===== src/hdl/wcwt_pkg.sv =====
`timescale 1ns / 1ps

package wcwt_pkg;

    // field widths
    localparam int CNT_W    = 32;
    localparam int HANDLE_W = 64;
    localparam int THREAD_W = 16;
    localparam int OP_W     = 2;
    localparam int KIND_W   = 3;

    // default table depth
    localparam int WCWT_SLOTS = 16;

    // operation codes
    localparam logic [OP_W-1:0] OP_ADD  = 2'd0;
    localparam logic [OP_W-1:0] OP_DEC  = 2'd1;
    localparam logic [OP_W-1:0] OP_WAIT = 2'd2;

    // result kinds
    localparam logic [KIND_W-1:0] KIND_RELEASED = 3'd0;
    localparam logic [KIND_W-1:0] KIND_DONE     = 3'd1;
    localparam logic [KIND_W-1:0] KIND_STORED   = 3'd2;
    localparam logic [KIND_W-1:0] KIND_MET      = 3'd3;
    localparam logic [KIND_W-1:0] KIND_FULL     = 3'd4;

    // commands from the sequencer to the slot table
    typedef struct packed {
        logic store;
        logic zero_target;
        logic scan_start;
        logic scan_pop;
    } slot_cmd_t;

    // status from the slot table
    typedef struct packed {
        logic has_free;
        logic pending;
    } slot_stat_t;

endpackage


===== src/hdl/wcwt_slot_table.sv =====
`timescale 1ns / 1ps

module wcwt_slot_table
    import wcwt_pkg::*;
#(
    parameter int SLOTS = WCWT_SLOTS
)
(
    input  logic                clk,
    input  logic                rst_n,
    input  slot_cmd_t           cmd,
    input  logic [HANDLE_W-1:0] wr_handle,
    input  logic [THREAD_W-1:0] wr_thread,
    output slot_stat_t          stat,
    output logic [HANDLE_W-1:0] rd_handle,
    output logic [THREAD_W-1:0] rd_thread
);

    localparam int IDX_W = (SLOTS > 1) ? $clog2(SLOTS) : 1;
    localparam int ENT_W = HANDLE_W + THREAD_W;

    logic [SLOTS-1:0] busy_reg;
    logic [SLOTS-1:0] busy_next;
    logic [SLOTS-1:0] zero_reg;
    logic [SLOTS-1:0] zero_next;
    logic [SLOTS-1:0] pend_reg;
    logic [SLOTS-1:0] pend_next;
    logic [IDX_W-1:0] free_idx;
    logic [IDX_W-1:0] pop_idx;
    logic [ENT_W-1:0] slot_mem [SLOTS];
    logic [ENT_W-1:0] rd_data_reg;

    // lowest free slot and lowest slot waiting for release
    always_comb
    begin
        free_idx = '0;
        pop_idx  = '0;
        for (int i = SLOTS - 1; i >= 0; i--)
        begin
            if (!busy_reg[i])
            begin
                free_idx = IDX_W'(i);
            end
            if (pend_reg[i])
            begin
                pop_idx = IDX_W'(i);
            end
        end
    end

    assign stat.has_free = ~&busy_reg;
    assign stat.pending  = |pend_reg;

    // slot occupancy and release list
    always_comb
    begin
        busy_next = busy_reg;
        zero_next = zero_reg;
        pend_next = pend_reg;
        if (cmd.store)
        begin
            busy_next[free_idx] = 1'b1;
            zero_next[free_idx] = cmd.zero_target;
        end
        if (cmd.scan_start)
        begin
            // every busy slot waiting for zero is freed now and listed
            pend_next = busy_reg & zero_reg;
            busy_next = busy_reg & ~zero_reg;
        end
        if (cmd.scan_pop)
        begin
            pend_next[pop_idx] = 1'b0;
        end
    end

    always_ff @(posedge clk or negedge rst_n)
    begin
        if (!rst_n)
        begin
            busy_reg <= '0;
            zero_reg <= '0;
            pend_reg <= '0;
        end
        else
        begin
            busy_reg <= busy_next;
            zero_reg <= zero_next;
            pend_reg <= pend_next;
        end
    end

    // waiter memory, one write and one registered read port
    always_ff @(posedge clk)
    begin
        if (cmd.store)
        begin
            slot_mem[free_idx] <= {wr_thread, wr_handle};
        end
        if (cmd.scan_pop)
        begin
            rd_data_reg <= slot_mem[pop_idx];
        end
    end

    assign rd_handle = rd_data_reg[HANDLE_W-1:0];
    assign rd_thread = rd_data_reg[ENT_W-1:HANDLE_W];

endmodule


===== src/hdl/wait_counter_with_waiter_table.sv =====
`timescale 1ns / 1ps

// Wait counter with a table of SLOTS waiter slots. One input word is taken at a
// time. An add and a wait are accepted, then executed, which loads the result
// word. A decrement is accepted and executed, then takes a scan step before each
// word and a release step per released waiter, since each release reads the
// waiter memory through its registered read port before the result word is
// loaded; at most SLOTS release words then one done word with tlast. The next
// input word is taken once the last result of the previous one is in the output
// register, so a stalled consumer holds only that one word. Writing initial_count
// also loads the count, done by the user only while the block is idle (not enforced).
module wait_counter_with_waiter_table
    import wcwt_pkg::*;
#(
    parameter int SLOTS = WCWT_SLOTS
)
(
    input  logic          clk,
    input  logic          rst_n,
    // input stream
    input  logic          s_axis_tvalid,
    output logic          s_axis_tready,
    input  logic [143:0]  s_axis_tdata,   // amount, target_value, fiber_handle, pinned_thread
    input  logic [OP_W-1:0] s_axis_tuser, // operation
    // result stream
    output logic          m_axis_tvalid,
    input  logic          m_axis_tready,
    output logic [111:0]  m_axis_tdata,   // released_handle, released_thread, count_value
    output logic [KIND_W-1:0] m_axis_tuser, // result_kind
    output logic          m_axis_tlast,   // last
    // register port
    input  logic          psel,
    input  logic          penable,
    input  logic          pwrite,
    input  logic [2:0]    paddr,
    input  logic [31:0]   pwdata,
    output logic [31:0]   prdata,
    output logic          pready
);

    localparam logic [2:0] S_IDLE = 3'd0;
    localparam logic [2:0] S_EXEC = 3'd1;
    localparam logic [2:0] S_SCAN = 3'd2;
    localparam logic [2:0] S_REL  = 3'd3;

    logic [2:0]          state_reg;
    logic [2:0]          state_next;
    logic [CNT_W-1:0]    count_reg;
    logic [CNT_W-1:0]    count_next;
    logic [CNT_W-1:0]    init_reg;
    logic [OP_W-1:0]     op_reg;
    logic [CNT_W-1:0]    amount_reg;
    logic [CNT_W-1:0]    target_reg;
    logic [HANDLE_W-1:0] handle_reg;
    logic [THREAD_W-1:0] thread_reg;

    logic                ovalid_reg;
    logic                ovalid_next;
    logic [KIND_W-1:0]   okind_reg;
    logic [HANDLE_W-1:0] ohandle_reg;
    logic [THREAD_W-1:0] othread_reg;
    logic [CNT_W-1:0]    ocount_reg;
    logic                olast_reg;

    logic                load;
    logic [KIND_W-1:0]   load_kind;
    logic                load_rel;
    logic                load_last;
    logic                out_free;
    logic                in_acc;
    logic                cfg_wr;
    logic [CNT_W-1:0]    dec_val;

    slot_cmd_t           cmd;
    slot_stat_t          stat;
    logic [HANDLE_W-1:0] rd_handle;
    logic [THREAD_W-1:0] rd_thread;

    wcwt_slot_table #(
        .SLOTS (SLOTS)
    ) u_slots (
        .clk       (clk),
        .rst_n     (rst_n),
        .cmd       (cmd),
        .wr_handle (handle_reg),
        .wr_thread (thread_reg),
        .stat      (stat),
        .rd_handle (rd_handle),
        .rd_thread (rd_thread)
    );

    // register port
    assign pready = 1'b1;
    assign cfg_wr = psel && penable && pwrite && !paddr[2];
    assign prdata = paddr[2] ? '0 : init_reg;

    assign s_axis_tready = (state_reg == S_IDLE);
    assign in_acc        = s_axis_tvalid && s_axis_tready;
    assign out_free      = !ovalid_reg || m_axis_tready;
    assign dec_val       = count_reg - CNT_W'(1);

    // sequencer
    always_comb
    begin
        state_next = state_reg;
        count_next = count_reg;
        cmd        = '0;
        load       = 1'b0;
        load_kind  = KIND_DONE;
        load_rel   = 1'b0;
        load_last  = 1'b1;
        case (state_reg)
            S_IDLE:
            begin
                if (in_acc)
                begin
                    state_next = S_EXEC;
                end
            end
            S_EXEC:
            begin
                case (op_reg)
                    OP_ADD:
                    begin
                        if (out_free)
                        begin
                            count_next = count_reg + amount_reg;
                            load       = 1'b1;
                            state_next = S_IDLE;
                        end
                    end
                    OP_DEC:
                    begin
                        count_next     = dec_val;
                        cmd.scan_start = (dec_val == '0);
                        state_next     = S_SCAN;
                    end
                    OP_WAIT:
                    begin
                        if (out_free)
                        begin
                            load       = 1'b1;
                            state_next = S_IDLE;
                            // a full table rejects the wait before the target is looked at
                            if (!stat.has_free)
                            begin
                                load_kind = KIND_FULL;
                            end
                            else if (target_reg == count_reg)
                            begin
                                load_kind = KIND_MET;
                            end
                            else
                            begin
                                load_kind       = KIND_STORED;
                                cmd.store       = 1'b1;
                                cmd.zero_target = (target_reg == '0);
                            end
                        end
                    end
                    default:
                    begin
                        state_next = S_IDLE;
                    end
                endcase
            end
            S_SCAN:
            begin
                if (stat.pending)
                begin
                    cmd.scan_pop = 1'b1;
                    state_next   = S_REL;
                end
                else if (out_free)
                begin
                    load       = 1'b1;
                    state_next = S_IDLE;
                end
            end
            S_REL:
            begin
                if (out_free)
                begin
                    load       = 1'b1;
                    load_kind  = KIND_RELEASED;
                    load_rel   = 1'b1;
                    load_last  = 1'b0;
                    state_next = S_SCAN;
                end
            end
            default:
            begin
                state_next = S_IDLE;
            end
        endcase
        // a register write reloads the count
        if (cfg_wr)
        begin
            count_next = pwdata;
        end
    end

    always_ff @(posedge clk or negedge rst_n)
    begin
        if (!rst_n)
        begin
            state_reg <= S_IDLE;
            count_reg <= '0;
            init_reg  <= '0;
        end
        else
        begin
            state_reg <= state_next;
            count_reg <= count_next;
            if (cfg_wr)
            begin
                init_reg <= pwdata;
            end
        end
    end

    // input word capture
    always_ff @(posedge clk)
    begin
        if (in_acc)
        begin
            op_reg     <= s_axis_tuser;
            amount_reg <= s_axis_tdata[31:0];
            target_reg <= s_axis_tdata[63:32];
            handle_reg <= s_axis_tdata[127:64];
            thread_reg <= s_axis_tdata[143:128];
        end
    end

    // output register
    always_comb
    begin
        ovalid_next = ovalid_reg;
        if (m_axis_tready)
        begin
            ovalid_next = 1'b0;
        end
        if (load)
        begin
            ovalid_next = 1'b1;
        end
    end

    always_ff @(posedge clk or negedge rst_n)
    begin
        if (!rst_n)
        begin
            ovalid_reg <= 1'b0;
        end
        else
        begin
            ovalid_reg <= ovalid_next;
        end
    end

    always_ff @(posedge clk)
    begin
        if (load)
        begin
            okind_reg   <= load_kind;
            ohandle_reg <= load_rel ? rd_handle : '0;
            othread_reg <= load_rel ? rd_thread : '0;
            ocount_reg  <= count_next;
            olast_reg   <= load_last;
        end
    end

    assign m_axis_tvalid = ovalid_reg;
    assign m_axis_tuser  = okind_reg;
    assign m_axis_tlast  = olast_reg;
    assign m_axis_tdata  = {ocount_reg, othread_reg, ohandle_reg};

`ifndef SYNTH
    // a release word always reports a count of zero and is never the last word
    assert property (@(posedge clk) disable iff (!rst_n)
        (m_axis_tvalid && m_axis_tuser == KIND_RELEASED)
        |-> (m_axis_tdata[111:80] == '0 && !m_axis_tlast))
        else $error("release word with nonzero count or tlast");

    // releases are only pending while the count sits at zero
    assert property (@(posedge clk) disable iff (!rst_n)
        (stat.pending) |-> (count_reg == '0))
        else $error("pending release with nonzero count");

    // an accepted input word goes straight to execution
    assert property (@(posedge clk) disable iff (!rst_n)
        (s_axis_tvalid && s_axis_tready) |=> (state_reg == S_EXEC))
        else $error("accepted word not executed");

    // a memory read is only issued with a release pending
    assert property (@(posedge clk) disable iff (!rst_n)
        (cmd.scan_pop) |-> (state_reg == S_SCAN && stat.pending))
        else $error("slot read without pending release");
`endif

endmodule

===== config.mk =====
export PLATFORM = sky130hd
export DESIGN_NAME = wait_counter_with_waiter_table
export DESIGN_NICKNAME = d
export VERILOG_FILES = /design/src/hdl/wcwt_pkg.sv /design/src/hdl/wcwt_slot_table.sv /design/src/hdl/wait_counter_with_waiter_table.sv
export SDC_FILE = /design/constraint.sdc
export NUM_CORES = 2
export LEC_CHECK = 0
export ABC_CLOCK_PERIOD_IN_PS = 12800
export BUFFER_PORTS_ARGS = -buffer_cell sky130_fd_sc_hd__buf_2
export CAP_MARGIN = 15
export CORE_ASPECT_RATIO = 0.75
export CORE_UTILIZATION = 45
export DETAILED_ROUTE_END_ITERATION = 8
export HOLD_SLACK_MARGIN = 0.15
export PLACE_DENSITY = 0.66
export SLEW_MARGIN = 20
export SYNTH_ARGS = -nofsm -noshare
export SYNTH_HDL_FRONTEND = slang
export SYNTH_HIERARCHICAL = 1
export SYNTH_SLANG_ARGS = --single-unit

===== constraint.sdc =====
create_clock -name clk -period 12.8 [get_ports clk]
set_input_delay 1.28 -clock clk [delete_from_list [all_inputs] [get_ports clk]]
set_output_delay 1.28 -clock clk [all_outputs]
set_load 0.01 [all_outputs]

# == Yosys cells after proc, flatten, opt, wreduce, memory -nomap -nowiden ==
# Memories as Yosys holds them, arrays and structs flattened. A register that Yosys moved wholly into a read port is not among the register bits.
# Cells that the tools add are included.
# op_classes
bitwise,6
n_reduce_logical,19
muxes,76
order_cmp,4
eq_ne,8
addsub,2
# ops
cell,count
$mux W32,4
$mux W4,32
$logic_not A32 Y1,2
$mux W16,4
$pmux W32 S2,1
$and A16 B16 Y16,3
$add A32 B32 Y32,1
$eq A32 B32 Y1,1
$not A16 Y16,2
$sub A32 B1 Y32 const B,1
$mux W3,8
$bwmux W16,1
$mux W1,16
$or A16 B16 Y16,1
$reduce_and A16 Y1,1
$reduce_or A16 Y1,1
$pmux W3 S2,2
$pmux W3 S4,1
$lt A4 B5 Y1 const B,2
$demux W1 S4,2
$ge A4 B1 Y1 const B,2
$mux W2,4
$eq A3 B2 Y1 const B,2
$logic_and A1 B1 Y1,6
other kinds (13),15
# word_totals
out_inout_bits,151
memories,1
regBits,378
elab_cells,133
in_bits,188
mem_bits_rw,1280
# memory_table
memory,words,width,rd,rd_clocked_by_memory_dff,wr,line,source
u_slots.slot_mem,16,80,1,1,1,wcwt_slot_table.sv:30,logic [ENT_W-1:0] slot_mem [SLOTS];

# == Logic depth before layout (Yosys ltp) ==
# depth
depth_word,23
ltp_mapped,18
mapped_depth_nobuf,12

# == Cells and area by module ==
# The synthesis kept the hierarchy.
# by_module_without_submodules
module,area_each_um2,seq_area_each_um2,cells_per_inst,instances
wcwt_slot_table,53930.5,42040.3,3217,1
wait_counter_with_waiter_table,14985.6,9569.2,1240,1

# == Least setup slack after synthesis ==
# Ideal clock, no wire load.
# synth_path
path_type,in2reg
start,in m_axis_tready
end,reg u_slots.zero_reg[1]
setup_slack_ps,537
setup_ps,109
cell_stages,10
arrival_ps,12154
path_buffers,1
cell_sequence,nor2b_1 -> clkbuf_1 -> nor2_1 -> and3_1 -> and2_1 -> nand2_1 -> inv_1 -> o31ai_1 -> a2111oi_1 -> mux2_2
# synth_rtl
item,line,source
start: declaration,wait_counter_with_waiter_table.sv:27,"input logic m_axis_tready,"
end signal: assignment,wcwt_slot_table.sv:88,zero_reg <= zero_next;
end: declaration,wcwt_slot_table.sv:24,logic [SLOTS-1:0] zero_reg;

# == Worst setup path after layout ==
# layout_path
start,reg u_slots.pend_reg[4]
end,reg u_slots.rd_data_reg[53] (read register of u_slots.slot_mem) (data pin)
# layout_via
elab_chain_cells,5
word_cells_on_any_way,8
cone_classes,7 x mux; 1 x reduce/logical
# layout_rtl
item,line,source
start: declaration,wcwt_slot_table.sv:26,logic [SLOTS-1:0] pend_reg;
start signal: assignment,wcwt_slot_table.sv:89,pend_reg <= pend_next;
$mux W4 (5 in series),wcwt_slot_table.sv:44,if (pend_reg[i])
end: declaration,wcwt_slot_table.sv:31,logic [ENT_W-1:0] rd_data_reg;
# Several ways; a longest one is shown, not always the timed one.
# A chain may end at the register's enable or synchronous reset.

==> impl_metrics.env <==
export IMPL_run_status="finished clean"
export IMPL_tritoncts_clock_tree="done"
export IMPL_pwr_share_seq_pct=55.3
export IMPL_cts_setup_buffers=0
export IMPL_post_route_cells_drive_above_1_share_pct=14.75
export IMPL_initial_utilization_pct=45.65
export IMPL_grtUsageTotal_pct=23.52
export IMPL_reg2reg_depth=10
export IMPL_switchingPower_mw=2.463
export IMPL_critical_path_endpoint_category="flop"
export IMPL_layout_min_cycle_time_ns=5.358
export IMPL_dp_hpwl_um=98560
export IMPL_synth_top_area_share_pct=70.68
export IMPL_power_density_mw_per_mm2=147.3
export IMPL_drt_antenna_violating_nets=0
export IMPL_global_route_wire_length_before_repair_um=267400
export IMPL_timing_final_crit_share_pct=41.86
export IMPL_fillCellCount=12270
export IMPL_synth_xor_xnor_area_share_pct=0.8134
export IMPL_cell_types_occupying_the_most_area_after_synthesis="sky130_fd_sc_hd__edfxtp_1, sky130_fd_sc_hd__mux2i_1, sky130_fd_sc_hd__dfrtp_1"
export IMPL_synth_largest_area_cell="sky130_fd_sc_hd__edfxtp_1"
export IMPL_yosys_area_share_simple_pct=8.036
export IMPL_post_layout_nonfiller_instances=6887
export IMPL_finalPower_mw=11.49
export IMPL_globalRouteMet2Util_pct=36.00
export IMPL_synth_edff_count=1622
export IMPL_dpl_worst_slack_ns=7.433
export IMPL_worst_setup_hold_path_clk_slew_ns=0.06
export IMPL_dominant_combinational_cell_family_by_area_after_synthesis="compound AO/OA/AOI/OAI gates"
export IMPL_maxCapViolCount=0
export IMPL_synth_adder_area_share_pct=0.6282
export IMPL_slew_violations=0
export IMPL_cp_arrival_ns=5.88
export IMPL_clk_root_buffer_cell="sky130_fd_sc_hd__clkbuf_16"
export IMPL_synth_cell_area_mm2=0.06892
export IMPL_postRouteWirelength_um=184200
export IMPL_grt_pass1_vias=39680
export IMPL_cts_sinks=1738
export IMPL_drt_vias_per_instance=5.993
export IMPL_grt_ovfl_total=0
export IMPL_ys_ff_latch=1738
export IMPL_largest_register_ff_count=1280
export IMPL_globalRouteMet3Util_pct=3.873
export IMPL_vdd_ir_drop_worst_v=0.0001423
export IMPL_port_buffers=335
export IMPL_finalSetupViolCount=0
export IMPL_final_hold_violation_count=0
export IMPL_worst_slew_pin_transition_ns=1.174
export IMPL_floorplan_die_width_um=453.9
export IMPL_gpl_final_weighted_congestion=0.9096
export IMPL_cell_depth_of_the_worst_hold_path=1
export IMPL_drc_errors=0
export IMPL_relSlewSlack_pct=21.75
export IMPL_drt_iter0_markers=4466
export IMPL_core_area_mm2=0.1510
export IMPL_synth_seq_area_share_pct=74.89
export IMPL_critPathLaunchType="flop"
export IMPL_final_nets=4961
export IMPL_postCtsHoldBufs=0
export IMPL_switching_share_pct=21.43
export IMPL_die_area_mm2=0.1547
export IMPL_worst_endpoint_required_ns=13.32
export IMPL_grt_antenna_before_repair=21
export IMPL_detailroute_via_count=41270
export IMPL_cell_count_after_synthesis=4457
export IMPL_finish_utilization_pct=51.67
export IMPL_crit_path_max_fanout=103
export IMPL_finalClockSkew_ns=0.04199
export IMPL_compound_gate_portion_of_the_synthesized_area_pct=8.549
export IMPL_htree_num_levels=4
export IMPL_synthToLayoutAreaGrowth_pct=13.19
export IMPL_setup_worst_path_class="reg2reg"
export IMPL_grt_busiest_layer="met2"
export IMPL_maximum_number_of_pins_on_one_net_before_global_route_repair=107
export IMPL_ys_dominant_reg_cell="sky130_fd_sc_hd__edfxtp_1"
export IMPL_synthesis_area_per_instance_um2=15.46
export IMPL_synthDistinctLibCells=78
export IMPL_synth_mux_area_share_pct=5.064
export IMPL_multi_input_area_mm2=0.01614
export IMPL_synth_yosys_warnings=6
export IMPL_tns_ns=0
export IMPL_cts_buffers_inserted=166
export IMPL_clk_latency_ns=0.82
export IMPL_rsz0062_at_grt="no"
export IMPL_ios=339
export IMPL_share_comb_of_total_power_pct=2.9
export IMPL_row_count=123
export IMPL_stdcell_area_mm2=0.07801
export IMPL_die_h_um=340.9
export IMPL_resize_count_post_cts=0
export IMPL_detailed_routing_iteration_count_for_the_pre_antenna_repair_pass=8
export IMPL_final_hold_worst_slack_ns=0.4634
export IMPL_placed_cells_incl_taps=6570
export IMPL_asyncSetResetFlopFracSynth_pct=6.674
export IMPL_p_leak_nw=28.90
export IMPL_mappedNetlistNets=4679
export IMPL_power_share_clock_pct=41.8
export IMPL_grt_util_met1_pct=34.39
export IMPL_cts_root_to_sink_buffers=3
export IMPL_internal_power_mw=9.027
export IMPL_area_sequential_mm2=0.05161
export IMPL_achievable_frequency_ghz=0.1866
export IMPL_final_worst_setup_slack_ns=7.442
export IMPL_dpl_cell_area_mm2=0.07265
export IMPL_drt_wirelength_per_cell_um=26.74
export IMPL_hp_class="reg2reg"
-- Yosys cell counts, types with 12 or more instances --
cell type and number:
sky130_fd_sc_hd__ha_1 33, sky130_fd_sc_hd__buf_2 37, sky130_fd_sc_hd__or4_1 91, sky130_fd_sc_hd__nor2b_1 40
sky130_fd_sc_hd__inv_1 24, sky130_fd_sc_hd__a221oi_1 12, sky130_fd_sc_hd__o22ai_1 167, sky130_fd_sc_hd__nand2_1 444
sky130_fd_sc_hd__dfrtp_1 116, sky130_fd_sc_hd__a211oi_1 245, sky130_fd_sc_hd__edfxtp_1 1622, sky130_fd_sc_hd__buf_1 15
sky130_fd_sc_hd__mux2_2 21, sky130_fd_sc_hd__nor2_1 89, sky130_fd_sc_hd__mux2i_1 325, sky130_fd_sc_hd__nand4_1 21
sky130_fd_sc_hd__a311oi_1 80, sky130_fd_sc_hd__clkbuf_1 229, sky130_fd_sc_hd__nor3_1 25, sky130_fd_sc_hd__and2_1 90
sky130_fd_sc_hd__buf_6 12, sky130_fd_sc_hd__nand3_1 23, sky130_fd_sc_hd__a21o_1 21, sky130_fd_sc_hd__a21oi_1 169
sky130_fd_sc_hd__and3_1 183, sky130_fd_sc_hd__xnor2_1 53, sky130_fd_sc_hd__o21ai_0 68, sky130_fd_sc_hd__nor4_1 26
sky130_fd_sc_hd__a31oi_1 28
-- critical path: stages (launching register included) --
cell and delay (ns):
sky130_fd_sc_hd__dfrtp_1 0.49, sky130_fd_sc_hd__inv_1 0.07, sky130_fd_sc_hd__a211o_1 0.40, sky130_fd_sc_hd__a21oi_4 0.15
sky130_fd_sc_hd__buf_4 0.50, sky130_fd_sc_hd__and2_4 0.89, sky130_fd_sc_hd__buf_12 0.62, sky130_fd_sc_hd__buf_4 0.79
sky130_fd_sc_hd__mux2i_1 0.28, sky130_fd_sc_hd__o22ai_1 0.11, sky130_fd_sc_hd__or4_1 0.58
-- per-layer routing --
| metal | up-vias | part of all wire (%) |
|---|---|---|
| li1 | 18090 | - |
| met1 | 20970 | 43 |
| met2 | 1948 | 46 |
| met3 | 271 | 8.6 |
| met4 | 0 | 2.5 |
| met5 | - | 0 |
-- power groups by stage --
stage          clock network [mW]  registers (mW)  logic (mW)
2_1_floorplan                   0            6.42       0.218
3_3_place_gp                    0            6.46       0.322
3_5_place_dp                    0            6.47       0.324
4_1_cts                      4.88            6.35       0.326
5_1_grt                      5.10            6.36       0.363
6_report                     4.81            6.35       0.329
-- path summary, 6_finish.rpt --
path | to | from | slack [ns]
setup / recovery | u_slots/rd_data_reg[53] | u_slots/pend_reg[4] | 7.44
hold / removal | u_slots/busy_reg[0] | u_slots/zero_reg[0] | 0.46
setup reg to reg | u_slots/rd_data_reg[53] | u_slots/pend_reg[4] | 7.44
hold reg to reg | u_slots/busy_reg[0] | u_slots/zero_reg[0] | 0.46
max in group asynchronous | count_reg[23] | rst_n | 10.89
min in group asynchronous | count_reg[4] | rst_n | 0.54
-- logic make-up after synthesis --
group	count (synthesis)
xor+xnor	64
fa+ha+maj	34
compound gates	869
flops	1738
simple gates	1079
buf+inv	325
mux	346
other cells	2
-- cells in the final DEF, fill, tap and decap left out, types with 8 or more instances in the layout --
cell / n
sky130_fd_sc_hd__edfxtp_1: 1622
sky130_fd_sc_hd__nand2_1: 440
sky130_fd_sc_hd__buf_2: 334
sky130_fd_sc_hd__mux2i_1: 325
sky130_fd_sc_hd__a211oi_1: 242
sky130_fd_sc_hd__and3_1: 183
sky130_fd_sc_hd__a21oi_1: 169
sky130_fd_sc_hd__o22ai_1: 167
sky130_fd_sc_hd__clkbuf_16: 166
sky130_fd_sc_hd__dfrtp_1: 116
sky130_fd_sc_hd__or4_1: 90
sky130_fd_sc_hd__and2_1: 86
sky130_fd_sc_hd__nor2_1: 81
sky130_fd_sc_hd__a311oi_1: 80
sky130_fd_sc_hd__buf_4: 76
sky130_fd_sc_hd__o21ai_0: 66
sky130_fd_sc_hd__xnor2_1: 53
sky130_fd_sc_hd__nor2b_1: 40
sky130_fd_sc_hd__clkbuf_1: 40
sky130_fd_sc_hd__ha_1: 33
sky130_fd_sc_hd__clkinv_2: 31
sky130_fd_sc_hd__clkinv_1: 29
sky130_fd_sc_hd__a31oi_1: 28
sky130_fd_sc_hd__nor4_1: 26
sky130_fd_sc_hd__nand3_1: 23
sky130_fd_sc_hd__nand4_1: 21
sky130_fd_sc_hd__nor3_1: 21
sky130_fd_sc_hd__a21o_1: 21
sky130_fd_sc_hd__mux2_2: 21
sky130_fd_sc_hd__inv_1: 20
sky130_fd_sc_hd__diode_2: 13
sky130_fd_sc_hd__a221oi_1: 12
sky130_fd_sc_hd__xor2_1: 11
sky130_fd_sc_hd__bufinv_16: 10
sky130_fd_sc_hd__nand2b_1: 9
sky130_fd_sc_hd__o31ai_1: 9
sky130_fd_sc_hd__or3_1: 8
sky130_fd_sc_hd__a222oi_1: 8
sky130_fd_sc_hd__nor2_4: 8
-- cell type report --
type / count / area share, %
Antenna cell: 13 / 0.04170
Clock buffer: 210 / 5.588
Clock inverter: 93 / 1.190
Inverter: 24 / 0.1283
Multi-Input combinational cell: 2394 / 20.69
Sequential cell: 1738 / 66.16
Tap cell: 2000 / 3.208
Timing Repair Buffer: 415 / 2.990
Note: power is estimated with default switching activity, not from simulation.
